**src/hdl/ptbg_pkg.sv**
```systemverilog
`default_nettype none
package ptbg_pkg;

    localparam int unsigned CHAN_W  = 8;
    localparam int unsigned TINT_W  = 32;
    localparam int unsigned GAMMA_N = 256;

    typedef enum logic {
        OP_LOAD  = 1'b0,
        OP_BLEND = 1'b1
    } opcode_t;

    // one item as it moves down the tint stages
    typedef struct packed {
        opcode_t             opcode;
        logic [CHAN_W-1:0]   entry_index;
        logic [CHAN_W-1:0]   entry_value;
        logic [CHAN_W-1:0]   red;
        logic [CHAN_W-1:0]   green;
        logic [CHAN_W-1:0]   blue;
    } item_t;

    typedef struct packed {
        logic [CHAN_W-1:0] percent;
        logic [CHAN_W-1:0] red;
        logic [CHAN_W-1:0] green;
        logic [CHAN_W-1:0] blue;
    } tint_t;

    // c + floor(pct * (dst - c) / 256); stays within 0..255 for pct <= 255
    function automatic logic [CHAN_W-1:0] tint_step(
        input logic [CHAN_W-1:0] c,
        input logic [CHAN_W-1:0] dst,
        input logic [CHAN_W-1:0] pct
    );
        logic signed [CHAN_W:0]       diff;
        logic signed [2*CHAN_W+1:0]   prod;
        logic        [CHAN_W+1:0]     sum;
        diff = $signed({1'b0, dst}) - $signed({1'b0, c});
        prod = $signed({1'b0, pct}) * diff;
        sum  = {2'b00, c} + prod[2*CHAN_W+1:CHAN_W];
        return sum[CHAN_W-1:0];
    endfunction

endpackage
`default_nettype wire

```
**src/hdl/ptbg_tint_stage.sv**
```systemverilog
`default_nettype none
module ptbg_tint_stage
    import ptbg_pkg::*;
(
    input  wire logic                aclk,
    input  wire logic                aresetn,
    input  wire logic [TINT_W-1:0]   tint,
    input  wire logic                in_valid,
    output logic                     in_ready,
    input  wire item_t               in_item,
    output logic                     out_valid,
    input  wire logic                out_ready,
    output item_t                    out_item
);

    logic  valid_reg;
    item_t item_reg;
    item_t item_next;
    tint_t t;

    assign t        = tint_t'(tint);
    assign in_ready = !valid_reg || out_ready;

    always_comb begin
        item_next       = in_item;
        item_next.red   = tint_step(in_item.red,   t.red,   t.percent);
        item_next.green = tint_step(in_item.green, t.green, t.percent);
        item_next.blue  = tint_step(in_item.blue,  t.blue,  t.percent);
    end

    always_ff @(posedge aclk) begin
        if (!aresetn) begin
            valid_reg <= 1'b0;
        end else if (in_ready) begin
            valid_reg <= in_valid;
        end
    end

    always_ff @(posedge aclk) begin
        if (in_ready && in_valid) begin
            item_reg <= item_next;
        end
    end

    assign out_valid = valid_reg;
    assign out_item  = item_reg;

endmodule
`default_nettype wire

```
**config.mk**
```make
export PLATFORM = sky130hd
export DESIGN_NAME = ptbg_tint_stage
export DESIGN_NICKNAME = d
export VERILOG_FILES = /design/src/hdl/ptbg_pkg.sv /design/src/hdl/ptbg_tint_stage.sv
export SDC_FILE = /design/constraint.sdc
export NUM_CORES = 1
export LEC_CHECK = 0
export BUFFER_PORTS_ARGS = -buffer_cell sky130_fd_sc_hd__buf_2
export CAP_MARGIN = 5
export CORE_MARGIN = 3
export CORE_UTILIZATION = 30
export CTS_BUF_LIST = sky130_fd_sc_hd__clkbuf_16
export DETAILED_ROUTE_END_ITERATION = 8
export HOLD_SLACK_MARGIN = 0.03
export PLACE_DENSITY = 0.53
export SYNTH_ARGS = -nofsm -noshare
export SYNTH_HDL_FRONTEND = slang
export SYNTH_SLANG_ARGS = --single-unit
```
**constraint.sdc**
```tcl
create_clock -name aclk -period 9.65 [get_ports aclk]
set_clock_uncertainty 0.1 [all_clocks]
set_input_delay 1.93 -clock aclk [delete_from_list [all_inputs] [get_ports aclk]]
set_output_delay 1.93 -clock aclk [all_outputs]
set_load 0.01 [all_outputs]
```
==> results.py, run 1 <==
metrics = {
    "layout": {
        "multiInputGateArea_um2": 7570,
        "nFillCells": 3252,
        "layout.nets": 1513,
        "final_common_cell": "inv_1",
        "layout-drive-gt1-share_pct": 14.0,
        "syn_to_final_growth_pct": 14.0,
        "final_cell_mix": "inv_1 (188), ha_1 (165), fa_1 (132)",
        "seqCellArea_um2": 1250,
        "antennaDiodeCount": 0,
    },
    "clocking": {
        "numCtsBuffers": 5,
        "htree_levels": 2,
        "cts_buffer_depth": 2,
        "clkTransAtPathRegs_ps": 70,
        "postCtsSetupRepairBufs": 0,
        "post_cts_resized": 0,
        "worstSkewPairLatency_ps": 300,
        "cts.sinks": 42,
        "root_buffer": "clkbuf_16",
        "cts-hold-fix-buffers": 0,
        "cts_tree": "yes",
    },
    "setup_path": {
        "crit_fanout": 8,
        "cp.arrival_ps": 9010,
        "critPathLaunchType": "input pin",
        "end_kind": "register",
        "crit_top_cell": "fa_1",
        "critPathKind": "input pin to register",
        "slowest_delay_ps": 510,
        "required_ps": 9620,
        "rr_endpoint": "out_item[8]$_DFFE_PP_",
        "r2r_cells": 2,
        "r2r_setup_slack_ps": 7880,
        "reg2reg_from": "out_valid$_SDFFE_PN0N_",
        "cp_slowest_cell": "fa_1",
    },
    "timing": {
        "fin_ws_ps": 610,
        "rsz0062_at_grt": "no",
        "max-slew-margin-rel_pct": 27.5,
        "hold_violations": 0,
        "drv_slew": 0,
        "tightest_slew_ps": 1090,
        "setup_tns_ps": 0,
        "setup_viol": 0,
        "finalCritPeriodShare_pct": 93.7,
        "fin_crit_ps": 9040,
        "timing.fmax_mhz": 111,
    },
    "grt": {
        "grtUsageMet1_pct": 17.9,
        "grt_pass1_wl_um": 36200,
        "grt_start_max_net_pins": 42,
        "top_usage_layer": "met2",
        "grt_usage_pct": 13.2,
        "antenna_found_initial": 0,
        "grt.met3_usage_pct": 1.36,
        "gr-total-overflow": 0,
        "first_global_vias": 7296,
        "grtUsageMet2_pct": 22.8,
    },
    "run": {
        "maxCapViolCount": 0,
    },
    "yosys": {
        "synth_top_area_share_pct": 27.6,
        "syn-cell-area_um2": 9580,
        "async_reset_ff_share_pct": 0,
        "yosysUniqueCellTypes": 44,
        "avgSynthCellArea_um2": 9.49,
        "synth_edf_count": 41,
        "synth-seq-cells": 42,
        "netlist_instances": 1010,
        "synth.area.top_cells": "fa_1 (28%), ha_1 (22%), edfxtp_1 (13%), inv_1 (7.3%), and2_1 (6.8%)",
        "yosysSeqAreaShare_pct": 13.1,
        "yosys.area.top_type": "fa_1",
        "synthFlopType": "edfxtp_1",
        "synth.net_count": 1384,
        "ys_warn_count": 0,
    },
    "placement": {
        "post-dp-hpwl_um": 17100,
        "placement.io_buffers": 119,
        "routabilityCongestion": 0.775,
        "place_ws_ps": 246,
    },
    "route": {
        "drt_iter0_markers": 193,
        "wl_per_cell_um": 13.8,
        "drc": 0,
        "wl_um": 21200,
        "ant_nets": 0,
        "vias_per_cell": 4.48,
        "vias": 6888,
        "first_pass_iters": 4,
    },
    "hold_path": {
        "hold_depth": 2,
        "min_from": "out_valid$_SDFFE_PN0N_",
        "min_to": "out_valid$_SDFFE_PN0N_",
        "holdCritPathClass": "register to register",
    },
    "die": {
        "ios": 120,
        "start_util_pct": 30.8,
        "die_h_um": 185,
        "dieArea_um2": 34100,
        "num_rows": 64,
        "die_w_um": 185,
        "core_um2": 31100,
    },
    "status": {
        "outcome": "complete, no violations",
    },
}
-- cell type report --
cell class	instances	area share, %
Inverter	187	6.42
Sequential cell	42	11.4
Tap cell	396	4.53
Clock inverter	3	0.378
Clock buffer	5	1.14
Multi-Input combinational cell	764	69.2
Timing Repair Buffer	139	6.82
-- state kept, by name, indices dropped and copies added (netlist names) --
name	cells
out_item	41
out_valid	1
-- Yosys cell counts (all sizes together), types with 19 or more instances --
cell type,count
a21oi,28
and2,105
edfxtp,41
fa,132
ha,165
inv,187
nand2,57
nand2b,39
nor2,53
nor2b,19
o21ai,22
xnor2,57
-- per-stage QoR --
stage                     util, %  cells  cell area (um2)  hold slack [ps]
after floorplan                 -   1010             9580              510
after global placement       34.6   1528            10800              407
after detailed placement     34.6   1528            10800              416
after CTS                    35.2   1536            10900              425
after global routing         35.2   1536            10900              468
final                        35.2   1536            10900              418
-- how the worst max path moves through the flow --
stage                                   endpoint   startpoint  depth (start not counted)  slack (ps)
final                     out_item[23]$_DFFE_PP_  in_item[17]                         31         610
after global routing      out_item[23]$_DFFE_PP_  in_item[17]                         31          20
after CTS                 out_item[23]$_DFFE_PP_  in_item[17]                         31         580
after detailed placement  out_item[23]$_DFFE_PP_  in_item[17]                         31         250
after global placement    out_item[23]$_DFFE_PP_  in_item[17]                         31         370
after floorplan            out_item[7]$_DFFE_PP_      tint[0]                         29         850
-- logic make-up (layout without fill, tap and decap cells) --
group,Yosys count,count (layout),share of synthesized area [%]
DFF,42,42,13.1
adders and majority gates,297,297,49.1
buffers and inverters,204,334,7.99
AOI/OAI and AO/OA,87,87,5.89
and+or+nand+nor,306,306,17.2
xor gates and xnor gates,74,74,6.76
-- worst max-delay path, delay by kind of cell --
family	cells	cell delay, ps
xor+xnor	5	1040
buf+inv	4	320
fa+ha+maj	8	3130
compound gates	7	1340
simple gates	7	1240
-- per-layer routing --
metal / share of wire (%) / vias to the layer above / routed length [um]
met1: 48 / 3332 / 10100
met2: 48 / 101 / 10200
met3: 2.9 / 10 / 614
met4: 0.97 / 0 / 205
met5: 0 / - / 0
li1: - / 3445 / -
Power of run 1 is left out: the tool's default activity adds up to more than one toggle a clock period on the data nets, which glitch-free logic cannot reach.
==> run 2: changes to the inputs <==
clock period = 10.9 ns   (was 9.65 ns; I/O delays follow)
==> run 2 against run 1 <==
Hold slack hardly changed. Global-route usage fell by 0.23 points. Die area stayed put. Utilization is 0.28 points lower. Non-clock buffer count is 9 lower. Critical path depth is the same. Count of clock-buffer cells in the layout did not move. Final cell count fell by 0.59%.
==> results.py, run 2 (same netlist as run 1, synthesis figures left out) <==
metrics = {
    "layout": {
        "antennaDiodeCount": 0,
        "final_cell_mix": "inv_1 (187), ha_1 (165), fa_1 (132)",
        "syn_to_final_growth_pct": 13.1,
        "final_common_cell": "inv_1",
        "nFillCells": 3259,
        "largest_reg_flops": 41,
        "layout-drive-gt1-share_pct": 13.4,
        "layout.nets": 1504,
    },
    "setup_path": {
        "critPathLaunchType": "input pin",
        "critPathKind": "input pin to register",
        "slowest_delay_ps": 550,
        "cp_slowest_cell": "xnor2_1",
        "cp.arrival_ps": 9540,
        "end_kind": "register",
        "r2r_setup_slack_ps": 9110,
        "crit_fanout": 8,
        "required_ps": 10860,
        "crit_top_cell": "fa_1",
    },
    "clocking": {
        "root_buffer": "clkbuf_16",
        "htree_levels": 2,
        "postCtsSetupRepairBufs": 0,
        "cts.sinks": 42,
        "cts_buffer_depth": 2,
        "clkTransAtPathRegs_ps": 70,
        "numCtsBuffers": 5,
        "cts_tree": "yes",
        "post_cts_resized": 0,
        "cts-hold-fix-buffers": 0,
        "worstSkewPairLatency_ps": 300,
    },
    "status": {
        "outcome": "complete, no violations",
    },
    "grt": {
        "grt_usage_pct": 12.9,
        "grt_pass1_wl_um": 35600,
        "grt_start_max_net_pins": 42,
        "gr-total-overflow": 0,
        "antenna_found_initial": 0,
        "first_global_vias": 7302,
    },
    "die": {
        "ios": 120,
        "dieArea_um2": 34100,
        "die_w_um": 185,
        "num_rows": 64,
        "start_util_pct": 30.8,
        "die_h_um": 185,
        "core_um2": 31100,
    },
    "timing": {
        "setup_viol": 0,
        "fin_crit_ps": 9570,
        "max-slew-margin-rel_pct": 26.8,
        "rsz0062_at_grt": "no",
        "hold_violations": 0,
        "tightest_slew_ps": 1100,
        "finalCritPeriodShare_pct": 87.8,
        "timing.fmax_mhz": 104,
        "drv_slew": 0,
        "setup_tns_ps": 0,
    },
    "hold_path": {
        "holdCritPathClass": "register to register",
    },
    "placement": {
        "post-dp-hpwl_um": 16800,
        "placement.io_buffers": 119,
        "routabilityCongestion": 0.767,
    },
    "route": {
        "vias": 6845,
        "ant_nets": 0,
        "first_pass_iters": 4,
        "drc": 0,
        "wl_um": 20800,
        "wl_per_cell_um": 13.7,
        "drt_iter0_markers": 203,
        "vias_per_cell": 4.48,
    },
    "run": {
        "maxCapViolCount": 0,
    },
}
-- run 2: per-layer routing --
layer / up-vias / wire length (um) / global-route usage [%]
met5: - / 0 / 0
met4: 0 / 191 / 2.52
met1: 3329 / 9910 / 17.3
met2: 77 / 10200 / 22.7
li1: 3432 / - / -
met3: 7 / 527 / 1.40
-- run 2: critical path: cells and delay by family --
kind,cells,cell delay (ps)
AO/OA/AOI/OAI,7,1540
XOR/XNOR,4,1070
adder cells (fa/ha/maj),8,3280
buffers and inverters,5,340
AND/OR/NAND/NOR,7,1120
-- run 2: cell type report --
type                            instances  area (um2)  share of cell area, %
Multi-Input combinational cell        764        7570                   69.8
Sequential cell                        42        1250                   11.5
Inverter                              187         702                   6.48
Timing Repair Buffer                  130         678                   6.26
Tap cell                              396         495                   4.57
Clock buffer                            5         125                   1.15
Clock inverter                          3        21.3                  0.196
-- run 2: worst paths after layout --
check,startpoint,end,cells past startpoint
max reg2reg,out_valid$_SDFFE_PN0N_,out_item[8]$_DFFE_PP_,2
min reg2reg,out_valid$_SDFFE_PN0N_,out_valid$_SDFFE_PN0N_,2
max,in_item[1],out_item[7]$_DFFE_PP_,31
min,out_valid$_SDFFE_PN0N_,out_valid$_SDFFE_PN0N_,2
-- run 2: stage by stage --
| stage | utilization [%] | instance area (um2) | hold slack [ps] | std cells | setup WS, ps |
|---|---|---|---|---|---|
| floorplan | - | 9580 | 510 | 1010 | 1850 |
| global placement | 34.4 | 10700 | 403 | 1519 | 1000 |
| detailed placement | 34.4 | 10700 | 415 | 1519 | 937 |
| CTS | 34.9 | 10800 | 423 | 1527 | 1270 |
| global route | 34.9 | 10800 | 457 | 1527 | 766 |
| finish | 34.9 | 10800 | 418 | 1527 | 1330 |
Power of run 2 is left out for the same reason.
==> run 3: changes to the inputs <==
CTS_BUF_LIST = sky130_fd_sc_hd__clkbuf_8   (was sky130_fd_sc_hd__clkbuf_16)
CTS_CLUSTER_SIZE = 28   (was unset)
==> run 3 against run 2 <==
Critical path depth is the same. Global-route usage hardly changed. Worst setup slack better by 27 ps. Final area decreased by 0.52%. Hold slack improved by 3.8 ps.
==> results.py, run 3 (same netlist as run 1, synthesis figures left out) <==
metrics = {
    "setup_path": {
        "crit_top_cell": "fa_1",
        "r2r_setup_slack_ps": 9100,
        "end_kind": "register",
        "reg2reg_from": "out_valid$_SDFFE_PN0N_",
        "crit_fanout": 8,
        "critPathLaunchType": "input pin",
        "cp.arrival_ps": 9540,
        "rr_endpoint": "out_item[8]$_DFFE_PP_",
        "cp_slowest_cell": "xnor2_1",
        "required_ps": 10900,
        "cp_num_buf_inv": 5,
        "crit_family": "adder cells",
        "r2r_cells": 2,
        "critPathKind": "input pin to register",
        "slowest_delay_ps": 560,
    },
    "die": {
        "num_rows": 64,
        "ios": 120,
        "dieArea_um2": 34100,
        "die_w_um": 185,
        "die_h_um": 185,
        "start_util_pct": 30.8,
        "core_um2": 31100,
    },
    "layout": {
        "seqCellArea_um2": 1250,
        "layout-drive-gt1-share_pct": 13.4,
        "final_cells": 1527,
        "syn_to_final_growth_pct": 12.5,
        "largest_reg_flops": 41,
        "multiInputGateArea_um2": 7570,
        "final_cell_mix": "inv_1 (187), ha_1 (165), fa_1 (132)",
        "nFillCells": 3265,
        "antennaDiodeCount": 0,
        "final_common_cell": "inv_1",
        "final_core_util_pct": 34.7,
        "layout.nets": 1504,
        "stdcell_area_um2": 10800,
    },
    "clocking": {
        "clkTransAtPathRegs_ps": 90,
        "htree_levels": 2,
        "postCtsSetupRepairBufs": 0,
        "cts_tree": "yes",
        "cts_buffer_depth": 2,
        "worstSkewPairLatency_ps": 330,
        "post_cts_resized": 0,
        "numCtsBuffers": 5,
        "root_buffer": "clkbuf_8",
        "cts-hold-fix-buffers": 0,
        "cts.sinks": 42,
    },
    "placement": {
        "dp_cells": 1519,
        "routabilityCongestion": 0.767,
        "placement.io_buffers": 119,
        "post-dp-hpwl_um": 16800,
        "dpl_cell_area_um2": 10700,
    },
    "route": {
        "vias": 6859,
        "drt_iter0_markers": 203,
        "wl_per_cell_um": 13.6,
        "drc": 0,
        "ant_nets": 0,
        "wl_um": 20800,
        "first_pass_iters": 4,
        "vias_per_cell": 4.49,
    },
    "grt": {
        "grt_start_max_net_pins": 42,
        "grt_usage_pct": 12.9,
        "gr-total-overflow": 0,
        "first_global_vias": 7287,
        "grt_pass1_wl_um": 35600,
        "antenna_found_initial": 0,
    },
    "timing": {
        "finalCritPeriodShare_pct": 87.6,
        "drv_slew": 0,
        "timing.fmax_mhz": 105,
        "tightest_slew_ps": 1100,
        "setup_tns_ps": 0,
        "fin_crit_ps": 9550,
        "max-slew-margin-rel_pct": 26.4,
        "rsz0062_at_grt": "no",
        "hold_violations": 0,
        "setup_viol": 0,
    },
    "hold_path": {
        "min_to": "out_valid$_SDFFE_PN0N_",
        "min_from": "out_valid$_SDFFE_PN0N_",
        "hold_depth": 2,
        "holdCritPathClass": "register to register",
    },
    "status": {
        "outcome": "complete, no violations",
    },
    "run": {
        "maxCapViolCount": 0,
    },
}
==> run 3: cell types whose count changed in the layout (fill, tap and decap cells not counted) <==
cell       delta
clkbuf_8      +5
clkbuf_16     -5
==> run 3: how the worst max path moves through the flow <==
stage          startpoint               endpoint  depth (start not counted)
2_1_floorplan     tint[0]  out_item[7]$_DFFE_PP_                         29
3_3_place_gp   in_item[1]  out_item[7]$_DFFE_PP_                         31
3_5_place_dp   in_item[1]  out_item[7]$_DFFE_PP_                         31
4_1_cts        in_item[1]  out_item[7]$_DFFE_PP_                         31
5_1_grt        in_item[1]  out_item[7]$_DFFE_PP_                         31
6_report       in_item[1]  out_item[7]$_DFFE_PP_                         31
==> run 3: final cells by class <==
cell class / instances / area share [%]
clock buffers: 5 / 0.638
repair buffers: 130 / 6.29
inverters: 187 / 6.51
clock inverters: 3 / 0.197
well taps: 396 / 4.59
multi-input cells: 764 / 70.2
flip-flops and latches: 42 / 11.6
==> run 3: layer usage <==
layer | vias up | routed length, um | part of all wire (%) | GRT usage, %
met5 | - | 0 | 0 | 0
met4 | 0 | 196 | 0.94 | 2.61
met3 | 11 | 564 | 2.7 | 1.46
met2 | 84 | 10200 | 49 | 22.7
met1 | 3331 | 9870 | 47 | 17.3
li1 | 3433 | - | - | -
==> run 3: through the flow <==
stage | hold WS, ps | setup WS [ps]
2_1_floorplan | 510 | 1850
3_3_place_gp | 403 | 1000
3_5_place_dp | 415 | 937
4_1_cts | 428 | 1320
5_1_grt | 461 | 815
6_report | 422 | 1350
==> run 3: worst reg2reg max path, cell delays in order, from the launching register on <==
cell and delay, ps:
dfxtp_1 320, nand2b_1 90, and2_2 890
Power of run 3 is left out for the same reason.
